[src/hdl/tkps_pkg.sv]
`timescale 1ns / 1ps
// ----------------------------------------------------------------------------
// tkps_pkg: shared definitions for the top-K pair sums block
// Default sizes, request function codes and the cell control group.
// ----------------------------------------------------------------------------
package tkps_pkg;

	localparam int DEF_MAX_LEN    = 64;
	localparam int DEF_MAX_K      = 64;
	localparam int DEF_VALUE_BITS = 16;

	// The wanted count port is fixed by the request format.
	localparam int KPORT_W = 7;

	localparam logic [1:0] FUNC_LOAD_A = 2'd0;
	localparam logic [1:0] FUNC_LOAD_B = 2'd1;
	localparam logic [1:0] FUNC_RUN    = 2'd2;

	typedef struct packed {
		logic clr;
		logic pop;
		logic ins;
	} cell_ctl_t;

endpackage

[src/hdl/tkps_cell.sv]
`timescale 1ns / 1ps
// ----------------------------------------------------------------------------
// tkps_cell: one cell of a sorted insertion chain
// Holds one key; on insert the chain opens a slot at the right place, on pop
// every cell takes its lower neighbor's key.
// ----------------------------------------------------------------------------
module tkps_cell
	import tkps_pkg::*;
#(
	parameter int  KEY_W  = 16,
	parameter bit  ASCEND = 1'b1
) (
	input  logic             clk,
	input  logic             arst_n,
	input  cell_ctl_t        ctl,
	input  logic [KEY_W-1:0] x_key,
	input  logic             prev_v,
	input  logic [KEY_W-1:0] prev_key,
	input  logic             prev_outranks,
	input  logic             next_v,
	input  logic [KEY_W-1:0] next_key,
	output logic             v,
	output logic [KEY_W-1:0] key,
	output logic             outranks,
	output logic             match
);

	logic             v_q;
	logic [KEY_W-1:0] key_q;
	logic             v_d;
	logic [KEY_W-1:0] key_d;

	always_comb begin
		if (ASCEND) begin
			outranks = v_q && (key_q <= x_key);
		end else begin
			outranks = v_q && (key_q > x_key);
		end
		match = v_q && (key_q == x_key);
	end

	always_comb begin
		v_d   = v_q;
		key_d = key_q;
		priority if (ctl.clr) begin
			v_d = 1'b0;
		end else if (ctl.pop) begin
			v_d   = next_v;
			key_d = next_key;
		end else if (ctl.ins) begin
			// The new key lands above this cell, so this cell takes the one above.
			if (!prev_outranks) begin
				v_d   = prev_v;
				key_d = prev_key;
			end else if (!outranks) begin
				v_d   = 1'b1;
				key_d = x_key;
			end
		end
	end

	always_ff @(posedge clk or negedge arst_n) begin
		if (!arst_n) begin
			v_q <= 1'b0;
		end else begin
			v_q <= v_d;
		end
	end

	always_ff @(posedge clk) begin
		key_q <= key_d;
	end

	assign v   = v_q;
	assign key = key_q;

endmodule

[config.mk]
export PLATFORM = sky130hd
export DESIGN_NAME = tkps_cell
export DESIGN_NICKNAME = d
export VERILOG_FILES = /design/src/hdl/tkps_pkg.sv /design/src/hdl/tkps_cell.sv
export SDC_FILE = /design/constraint.sdc
export NUM_CORES = 1
export LEC_CHECK = 0
export BUFFER_PORTS_ARGS = -buffer_cell sky130_fd_sc_hd__buf_2
export CORE_MARGIN = 5
export CORE_UTILIZATION = 40
export DETAILED_ROUTE_END_ITERATION = 10
export PLACE_DENSITY_LB_ADDON = 0.12
export SLEW_MARGIN = 10
export SYNTH_ARGS = -nofsm -noshare
export SYNTH_HDL_FRONTEND = slang
export SYNTH_SLANG_ARGS = --single-unit
[constraint.sdc]
create_clock -name clk -period 2.6 [get_ports clk]
set_clock_uncertainty 0.05 [all_clocks]
set_input_delay 0.39 -clock clk [delete_from_list [all_inputs] [get_ports clk]]
set_output_delay 0.39 -clock clk [all_outputs]
set_load 0.02 [all_outputs]
==> impl_metrics.env <==
export IMPL_syn_inst=140
export IMPL_synth_common_cells="nand2_1, inv_1, o21ai_0"
export IMPL_syn_avg_cell_area_um2=9.375
export IMPL_leakage_nw=0.9581
export IMPL_synth_seq_cells=17
export IMPL_cp_startpoint="key[14]"
export IMPL_grt_usage_pct=15.67
export IMPL_critPathLaunchType="flip-flop"
export IMPL_synth_top_cell_by_area="edfxtp_1"
export IMPL_finalSetupTns_ns=0
export IMPL_power_total_w=0.0007259
export IMPL_fillers=320
export IMPL_synth_most_common_cell="nand2_1"
export IMPL_post_cts_buffers=0
export IMPL_fin_nets=289
export IMPL_gp_congestion=0.7881
export IMPL_ioPinCount=75
export IMPL_rows=20
export IMPL_wl_per_cell_um=13.25
export IMPL_num_antenna_cells=0
export IMPL_num_vias=1252
export IMPL_min_delay_start="ctl[2]"
export IMPL_grt_pass1_vias=1277
export IMPL_die_y_um=67.28
export IMPL_hold_class="primary input to flip-flop"
export IMPL_gr_total_overflow=0
export IMPL_synth_top_cell_area_share_pct=36.61
export IMPL_finalHoldViolations=0
export IMPL_setup_violations=0
export IMPL_first_pass_iters=4
export IMPL_postSynth_asyncResetShare_pct=5.882
export IMPL_hpwlAfterDp_um=2916
export IMPL_drt_total_wl_um=3444
export IMPL_syn2layout_area_growth_pct=36.42
export IMPL_clock_latency_ns=0.29
export IMPL_p_per_area_mw_per_mm2=405.4
export IMPL_path_class="flip-flop to output pin"
export IMPL_start_util_pct=42.30
export IMPL_cp_arrival_ns=2.04
export IMPL_cts_inserted_buffers=3
export IMPL_die_area_mm2=0.004527
export IMPL_cp_max_fo=3
export IMPL_ant_nets=0
export IMPL_synth_ff_type="edfxtp_1"
export IMPL_cts_tree="done"
export IMPL_finalCriticalPeriod_ns=2.476
export IMPL_clockBufferDepth=2
export IMPL_grt_pass1_wl_um=5395
export IMPL_vias_per_cell=4.815
export IMPL_maxSlewHeadroom_pct=64.87
export IMPL_synth_fp_nets=212
export IMPL_cp_required_ns=2.16
export IMPL_synth_area_mm2=0.001313
export IMPL_core_area_mm2=0.003103
export IMPL_dp_cells=255
export IMPL_drt_iter0_drc=14
export IMPL_rsz0062_at_grt="no"
export IMPL_io_buffers=74
export IMPL_period_share_pct=95.24
export IMPL_final_cell_count_no_fill=260
export IMPL_dieWidth_um=67.28
export IMPL_r2r_start="key[14]"
export IMPL_seq_area_frac_synth_pct=38.51
export IMPL_critPathCaptureType="output pin"
export IMPL_synth_edf_count=16
export IMPL_yosys_warnings=0
export IMPL_status="completed"
export IMPL_drive_gt1_share_pct=39.81
export IMPL_drc=0
export IMPL_maxSlewViolCount=0
export IMPL_clk_pin_slew_ns=0.10
export IMPL_drv_cap=0
export IMPL_htree_levels=1
export IMPL_root_buffer="clkbuf_4"
export IMPL_synthTopCellsByArea="edfxtp_1, ha_1, mux2i_1"
export IMPL_cts_sinks=17
export IMPL_ir_drop_v=0.0003008
export IMPL_grt_max_degree=36
export IMPL_tightest_slew_ns=0.5269
export IMPL_antenna_found_initial=0
export IMPL_synth_cell_types=25
export IMPL_max_freq_ghz=0.4038
## final cells by class
class	count	area (um^2)	area share, %
Multi-Input combinational cell	98	725.7	40.53
Sequential cell	17	505.5	28.23
Timing Repair Buffer	78	405.4	22.64
Inverter	19	71.32	3.983
Tap cell	44	55.05	3.075
Clock buffer	3	22.52	1.258
Clock inverter	1	5.005	0.2795
## critical path: stages, from the launching register on
cell      delay (ns)
edfxtp_1        0.42
ha_1            0.33
a21oi_1         0.15
nand2_1         0.06
a211o_1         0.30
o31ai_2         0.27
buf_4           0.20
## stage by stage
stage	area (um^2)	hold WS [ns]	setup WS (ns)	util (%)
2_1_floorplan	1319	0.04441	0.008884	-
5_1_grt	1790	0.2480	0.02365	57.70
4_1_cts	1779	0.2391	0.06942	57.34
3_3_place_gp	1742	0.1173	0.2740	56.13
6_report	1790	0.2466	0.1238	57.70
3_5_place_dp	1742	0.1182	0.1707	56.13
## worst paths after layout
| check | endpoint | slack, ns | depth (start not counted) |
|---|---|---|---|
| worst min register to register | v | 0.78 | 4 |
| worst max-delay path | outranks | 0.12 | 6 |
| max in group asynchronous | v | 2.06 | 2 |
| min in group asynchronous | v | 0.35 | 2 |
| worst max register to register | key[14] | 0.29 | 7 |
| worst min-delay path | v | 0.25 | 2 |
## cells in the final DEF (no fill, tap or decap)
cell type      instances
nand4_2                1
nor4_4                 1
nand4_1                2
nand3_1                1
dfrtp_1                1
o22ai_2                1
nor2b_1                1
buf_2                 73
mux2i_1               16
and2_1                 2
a21boi_2               1
o21ai_0               18
a211oi_1               1
a211o_1                1
nand2_1               20
nand2b_1               1
clkinv_2               1
clkbuf_4               3
o31ai_2                1
o2bb2ai_1              1
o21a_1                 1
a21oi_1                8
buf_4                  4
dlygate4sd3_1          1
inv_1                 19
edfxtp_1              16
nor2_1                 4
ha_1                  16
## what timing repair did
action / CTS / global route
hold buffers: 1 / 0
setup endpoints to repair: 0 / 1
resized for setup: 0 / 2
hold endpoints to repair: 1 / 0
## layer usage
layer	vias to the layer above	track usage, %	routed length (um)
met5	-	0	0
met4	0	5.823	50
met3	4	3.161	229
met2	42	29.82	1768
met1	561	16.82	1395
li1	645	-	-
## kinds of logic after synthesis
kind of cell             Yosys count  share of synthesized area, %
buffers and inverters             25                         7.340
flip-flops                        17                         38.51
AO/OA/AOI/OAI                     33                         14.68
adder cells (fa/ha/maj)           16                         15.25
AND/OR/NAND/NOR                   33                         12.01
multiplexers                      16                         12.20
## registers in the layout (all words and copies together) (netlist names)
register / count
key: 16
v: 1
## power breakdown
group | switching [W] | leakage [nW] | internal [W]
sequential | 0.0000131 | 0.171 | 0.000331
combinational | 0.000136 | 0.769 | 0.000106
clock | 0.0000833 | 0.0177 | 0.0000571
total | 0.000232 | 0.958 | 0.000494
Power figures use the tool's default switching activity.
