<file path="src/hdl/tkps_ram.sv">
`timescale 1ns / 1ps
// ----------------------------------------------------------------------------
// tkps_ram: generic single-port-write, single-port-read RAM
// One write and one registered read per cycle.
// ----------------------------------------------------------------------------
module tkps_ram #(
	parameter int WIDTH = 16,
	parameter int DEPTH = 64,
	localparam int AW = (DEPTH > 1) ? $clog2(DEPTH) : 1
) (
	input  logic             clk,
	input  logic             we,
	input  logic [AW-1:0]    waddr,
	input  logic [WIDTH-1:0] wdata,
	input  logic [AW-1:0]    raddr,
	output logic [WIDTH-1:0] rdata
);

	logic [WIDTH-1:0] mem_q [DEPTH];
	logic [WIDTH-1:0] rdata_q;

	always_ff @(posedge clk) begin
		if (we) begin
			mem_q[waddr] <= wdata;
		end
		rdata_q <= mem_q[raddr];
	end

	assign rdata = rdata_q;

endmodule

</file>
<file path="config.mk">
export PLATFORM = sky130hd
export DESIGN_NAME = tkps_ram
export DESIGN_NICKNAME = d
export VERILOG_FILES = /design/src/hdl/tkps_ram.sv
export SDC_FILE = /design/constraint.sdc
export NUM_CORES = 1
export LEC_CHECK = 0
export BUFFER_PORTS_ARGS = -buffer_cell sky130_fd_sc_hd__buf_2
export CAP_MARGIN = 30
export CORE_ASPECT_RATIO = 1.2
export CORE_UTILIZATION = 35
export DETAILED_ROUTE_END_ITERATION = 10
export PLACE_DENSITY = 0.54
export SETUP_SLACK_MARGIN = 0.5
export SLEW_MARGIN = 15
export SYNTH_ARGS = -nofsm -noshare
export SYNTH_HDL_FRONTEND = slang
export SYNTH_SLANG_ARGS = --single-unit
</file>
<file path="constraint.sdc">
create_clock -name clk -period 6.9 [get_ports clk]
set_clock_uncertainty 0.1 [all_clocks]
set_input_delay 1.38 -clock clk [delete_from_list [all_inputs] [get_ports clk]]
set_output_delay 1.38 -clock clk [all_outputs]
set_load 0.05 [all_outputs]
</file>
==> impl_metrics.toml, run 1 <==
[global_routing]
grt_max_degree = 103
antenna_found_initial = 4
grt_pass1_wl_mm = 142
grt_util_all_layers_pct = 17.1
grt_pass1_vias = 19200
globalRouteOverflowTotal = 0

[final_layout]
stdcell_area_sq_mm = 0.0458
drive_above_1_share_pct = 27.2
final_common_cell = "edfxtp_1"
final_cell_mix = "edfxtp_1 (1,024), mux4_2 (220), clkbuf_16 (107)"
fin_util_pct = 40.5
final_cells = 3558
area_growth_pct = 14.3
nets = 1998

[min_path]
min_path_type = "reg2reg"

[synth]
synthXorXnorAreaFrac_pct = 0
async_reset_ff_share_pct = 0
synth_fp_nets = 1859
syn_inst = 1829
yosysTopAreaCellShare_pct = 76.8
synth_top_family_by_area = "multiplexers"
synth_edf_count = 1024
yosysSeqAreaShare_pct = 77.6
syn_avg_cell_area_sq_um = 21.9
syn-cell-area_sq_mm = 0.0400
ys_types = 43
synth_top_area_cell = "edfxtp_1"
ys.flop_type = "edfxtp_1"
synth_fa_ha_area_share_pct = 0
muxShareOfSynthArea_pct = 15.5
yosysWarnings = 0
synth-compound-area-share_pct = 2.41
synthTopCellsByArea = "edfxtp_1 (77%), mux4_2 (12%), mux2i_1 (2.1%)"
ys_ff_latch = 1040
synthSimpleGateAreaFrac_pct = 2.65

[sta]
min_period_ns = 3.88
hold_violations = 0
finalSetupTns_ns = 0
fmax_ghz = 0.258
maxSlewViolCount = 0
setup_viol = 0
worst_pin_slew_ns = 1.17
finalCritPeriodShare_pct = 56.2
max_slew_margin_pct = 22.2
rsz0062_at_grt = "false"

[place]
place.gp.congestion = 0.821
dp_hpwl_mm = 59.2
placed_area_sq_mm = 0.0423
placed_cells = 3372
portBuffers = 45

[worst_setup_path]
crit_slowest_cell = "mux4_2"
crit_family = "buffers and inverters"
critical_path_class = "in2reg"
required_ns = 7.30
worstPathCellList = "buf_8 -> buf_12 -> mux4_2 -> mux2i_1 -> a22oi_1 -> a31oi_1 -> a311oi_1"
cp.buffers_inverters = 2
crit_path_max_fanout = 62
cp.arrival_ns = 4.28
critPathCaptureType = "flop"
cp_slowest_stage_delay_ns = 0.56
worstSetupStartpointType = "input pin"

[routing]
viasPerCell = 5.30
ant_nets = 0
first_iter_violations = 1696
dr.pass1.iters = 5
post_drt_wl_per_cell_microns = 27.9
routed_wl_mm = 99.3
drc = 0
vias = 18900

[clock_network]
path_clk_slew_ns = 0.06
cts_tree = "done"
cts_buffers = 100
cts_hold_buf = 0
post_cts_buffers = 0
cts_buffer_depth = 3
clock_latency_ns = 0.68
cts_resized = 0
cts.sinks = 1040
cts_root_buffer = "clkbuf_16"
h-tree-depth = 3

[floorplan]
die_area_sq_mm = 0.116
fp.dieW_microns = 311
pin_count = 46
start_util_pct = 35.4
die_h_microns = 373
core-area_sq_mm = 0.113
rows = 135

[power]
ir_worst_vdd_v = 0.000235
fin_total_pwr_uw = 13500
p_per_area_mw_per_mm2 = 294
p_leak_uw = 0.0143

[job]
drv_cap = 0

[run_status]
status = "finished clean"
registers in the layout (all words and copies together), names as in the netlist:
| name | flops |
|---|---|
| mem_q | 1024 |
| rdata | 16 |
metrics by stage:
| step | setup slack (ns) | hold slack [ns] |
|---|---|---|
| detailed placement | 2.22 | 0.779 |
| CTS | 2.96 | 0.813 |
| floorplan | 3.39 | 0.650 |
| global route | 2.90 | 0.829 |
| global placement | 2.22 | 0.769 |
| finish | 3.02 | 0.809 |
per-layer routing:
layer	GRT usage [%]	wire length, microns	up-vias
li1	-	-	7957
met2	29.7	50500	588
met3	2.61	5740	118
met4	4.55	2090	2
met5	0	7	-
met1	22.5	41000	10200
layout make-up:
class / instances / area (sq um)
sequential: 1040 / 31100
clock inverter: 55 / 701
antenna: 3 / 7.51
multi-input combinational: 685 / 8280
tap: 1507 / 1890
fill: 9982 / 67400
timing repair buffer: 141 / 1070
clock buffer: 127 / 2770
power by group:
group          switching, uW  leakage, uW  total (uW)  internal, uW
registers               26.8      0.00935        7020          6990
clock network           2340      0.00168        5750          3410
logic                    463      0.00331         688           225
logic make-up (layout without fill, tap and decap cells):
logic type	count (synthesis)	in the layout
compound gates	129	129
buf+inv	104	323
flops	1040	1040
mux	336	336
other cells	0	3
simple gates	220	220
cell usage after synthesis, drive strengths merged, types with 12 or more instances:
cell type  count
dfxtp         16
nand4         12
nand3         24
mux2i         85
edfxtp      1024
nor2b         30
mux4         224
a221oi        16
mux2          27
buf           77
nand2         60
nor2          74
clkbuf        27
a22oi         39
a21oi         17
worst register-to-register path: cells and delay by family (launching register included):
kind	cells	cell delay (ns)
AOI/OAI and AO/OA	2	1.06
muxes	2	0.77
DFF	1	0.36
worst paths after layout:
check | from | end | slack (ns) | depth (start not counted)
hold / removal | mem_q[11][8]$_DFFE_PP_ | rdata[8]$_DFF_P_ | 0.81 | 5
setup / recovery | raddr[0] | rdata[3]$_DFF_P_ | 3.02 | 7
hold reg to reg | mem_q[11][8]$_DFFE_PP_ | rdata[8]$_DFF_P_ | 0.81 | 5
setup reg to reg | mem_q[60][3]$_DFFE_PP_ | rdata[3]$_DFF_P_ | 4.45 | 4
Note: power is estimated with default switching activity, not from simulation.
==> run 2: changes to the inputs <==
Clock period 6.9 ns to 3.7 ns, I/O delays scaled along.
==> run 2 against run 1 <==
  * Sequential share of layout area down 1.6 points
  * First-iteration DRC count rose by 19%
  * Core utilization is 1.0 points higher
  * Critical endpoint is now rdata[8]$_DFF_P_
==> impl_metrics.toml, run 2 (synthesis results as in run 1) <==
[run_status]
status = "finished clean"

[sta]
timing.final.ws_setup_ns = 0.950
min_period_ns = 2.75
finalCritPeriodShare_pct = 74.3
hold_violations = 0
setup_viol = 0
worst_pin_slew_ns = 0.898
maxSlewViolCount = 0
max_slew_margin_pct = 40.1
fmax_ghz = 0.364
rsz0062_at_grt = "false"
finalSetupTns_ns = 0

[final_layout]
drive_above_1_share_pct = 30.3
final_common_cell = "edfxtp_1"
regMostFlops = "mem_q"
final_cell_mix = "edfxtp_1 (1,024), mux4_2 (220), buf_4 (175)"
final_cells = 3676
largest_register_ffs = 1024
fin_util_pct = 41.5
fillCellCount = 9924
nets = 2112
area_growth_pct = 17.2

[worst_setup_path]
required_ns = 4.11
critical_path_class = "in2reg"
r2r-start = "mem_q[2][0]$_DFFE_PP_"
critPathCaptureType = "flop"
cp.arrival_ns = 3.16
reg2reg_depth = 5
r2r_setup_slack_ns = 1.42
r2r-end = "rdata[0]$_DFF_P_"
crit_path_max_fanout = 72
worstSetupStartpointType = "input pin"

[clock_network]
post_cts_buffers = 0
cts.sinks = 1040
cts_resized = 0
cts_root_buffer = "clkbuf_16"
cts_buffer_depth = 3
h-tree-depth = 3
clock_latency_ns = 0.68
cts_buffers = 103
cts_hold_buf = 0
cts_tree = "done"
path_clk_slew_ns = 0.06

[floorplan]
pin_count = 46
core-area_sq_mm = 0.113
start_util_pct = 35.4
rows = 135
die_h_microns = 373
die_area_sq_mm = 0.116
fp.dieW_microns = 311

[routing]
post_drt_wl_per_cell_microns = 28.3
routed_wl_mm = 104
first_iter_violations = 2017
viasPerCell = 5.29
drc = 0
dr.pass1.iters = 5
ant_nets = 0
vias = 19500

[place]
placed_cells = 3480
place.gp.congestion = 0.812
dp_hpwl_mm = 67.0
dp_slack_ns = 0.294
portBuffers = 45

[global_routing]
grt_util_all_layers_pct = 18.0
grt_pass1_wl_mm = 149
antenna_found_initial = 13
globalRouteOverflowTotal = 0
grt_pass1_vias = 20300
grt_max_degree = 73

[min_path]
holdPathEnd = "mem_q[15][5]$_DFFE_PP_"
min_path_type = "in2reg"
min_delay_path_depth = 1
min_from = "wdata[5]"

[job]
drv_cap = 0

[power]
fin_total_pwr_uw = 25400
p_per_area_mw_per_mm2 = 540
p_leak_uw = 0.0150
ir_worst_vdd_v = 0.000316
run 2: cell count changes in the layout (fill, tap and decap cells not counted), moves of 4 or more:
cell	delta
nor2_1	+4
nor2_2	-4
buf_12	+27
buf_4	+88
clkinv_1	+12
run 2: routing by layer:
metal  vias up  track usage [%]  wire (microns)
met1     10500             23.6           43700
met4         4             5.57            2710
met3       147             2.14            4940
met5         -                0              27
li1       8202                -               -
met2       599             31.4           52800
run 2: how the worst max path moves through the flow:
stage / start / end / slack [ns] / cells after the start
3_3_place_gp: raddr[2] / rdata[8]$_DFF_P_ / 0.23 / 8
5_1_grt: raddr[2] / rdata[8]$_DFF_P_ / 0.85 / 8
3_5_place_dp: raddr[0] / rdata[3]$_DFF_P_ / 0.29 / 8
6_report: raddr[2] / rdata[8]$_DFF_P_ / 0.95 / 8
2_1_floorplan: waddr[3] / mem_q[48][0]$_DFFE_PP_ / 0.83 / 4
4_1_cts: raddr[0] / rdata[3]$_DFF_P_ / 1.01 / 8
run 2: power breakdown:
group / total [uW] / internal [uW] / leakage (uW) / switching, uW
clock network: 10800 / 6430 / 0.00170 / 4400
logic: 1440 / 530 / 0.00396 / 909
registers: 13100 / 13000 / 0.00935 / 52.8
run 2: worst max-delay path, cell delays in order:
cell     delay (ns)
buf_8          0.50
buf_4          0.33
nor2_1         0.18
a221o_1        0.35
o21ai_1        0.12
a21oi_1        0.12
buf_4          0.21
nor4_2         0.52
run 2: final cells by class:
class / count / area (sq um) / area share, %
Timing Repair Buffer: 252 / 2210 / 4.72
Tap cell: 1507 / 1890 / 4.02
Multi-Input combinational cell: 685 / 8250 / 17.6
Sequential cell: 1040 / 31100 / 66.2
Clock inverter: 61 / 707 / 1.51
Antenna cell: 1 / 2.50 / 0.00533
Clock buffer: 130 / 2780 / 5.93
run 2: metrics by stage:
step	area (sq um)	hold slack (ns)
4_1_cts	46800	0.394
6_report	46900	0.326
3_5_place_dp	43300	0.767
5_1_grt	46900	0.316
3_3_place_gp	43200	0.756
2_1_floorplan	40000	0.650
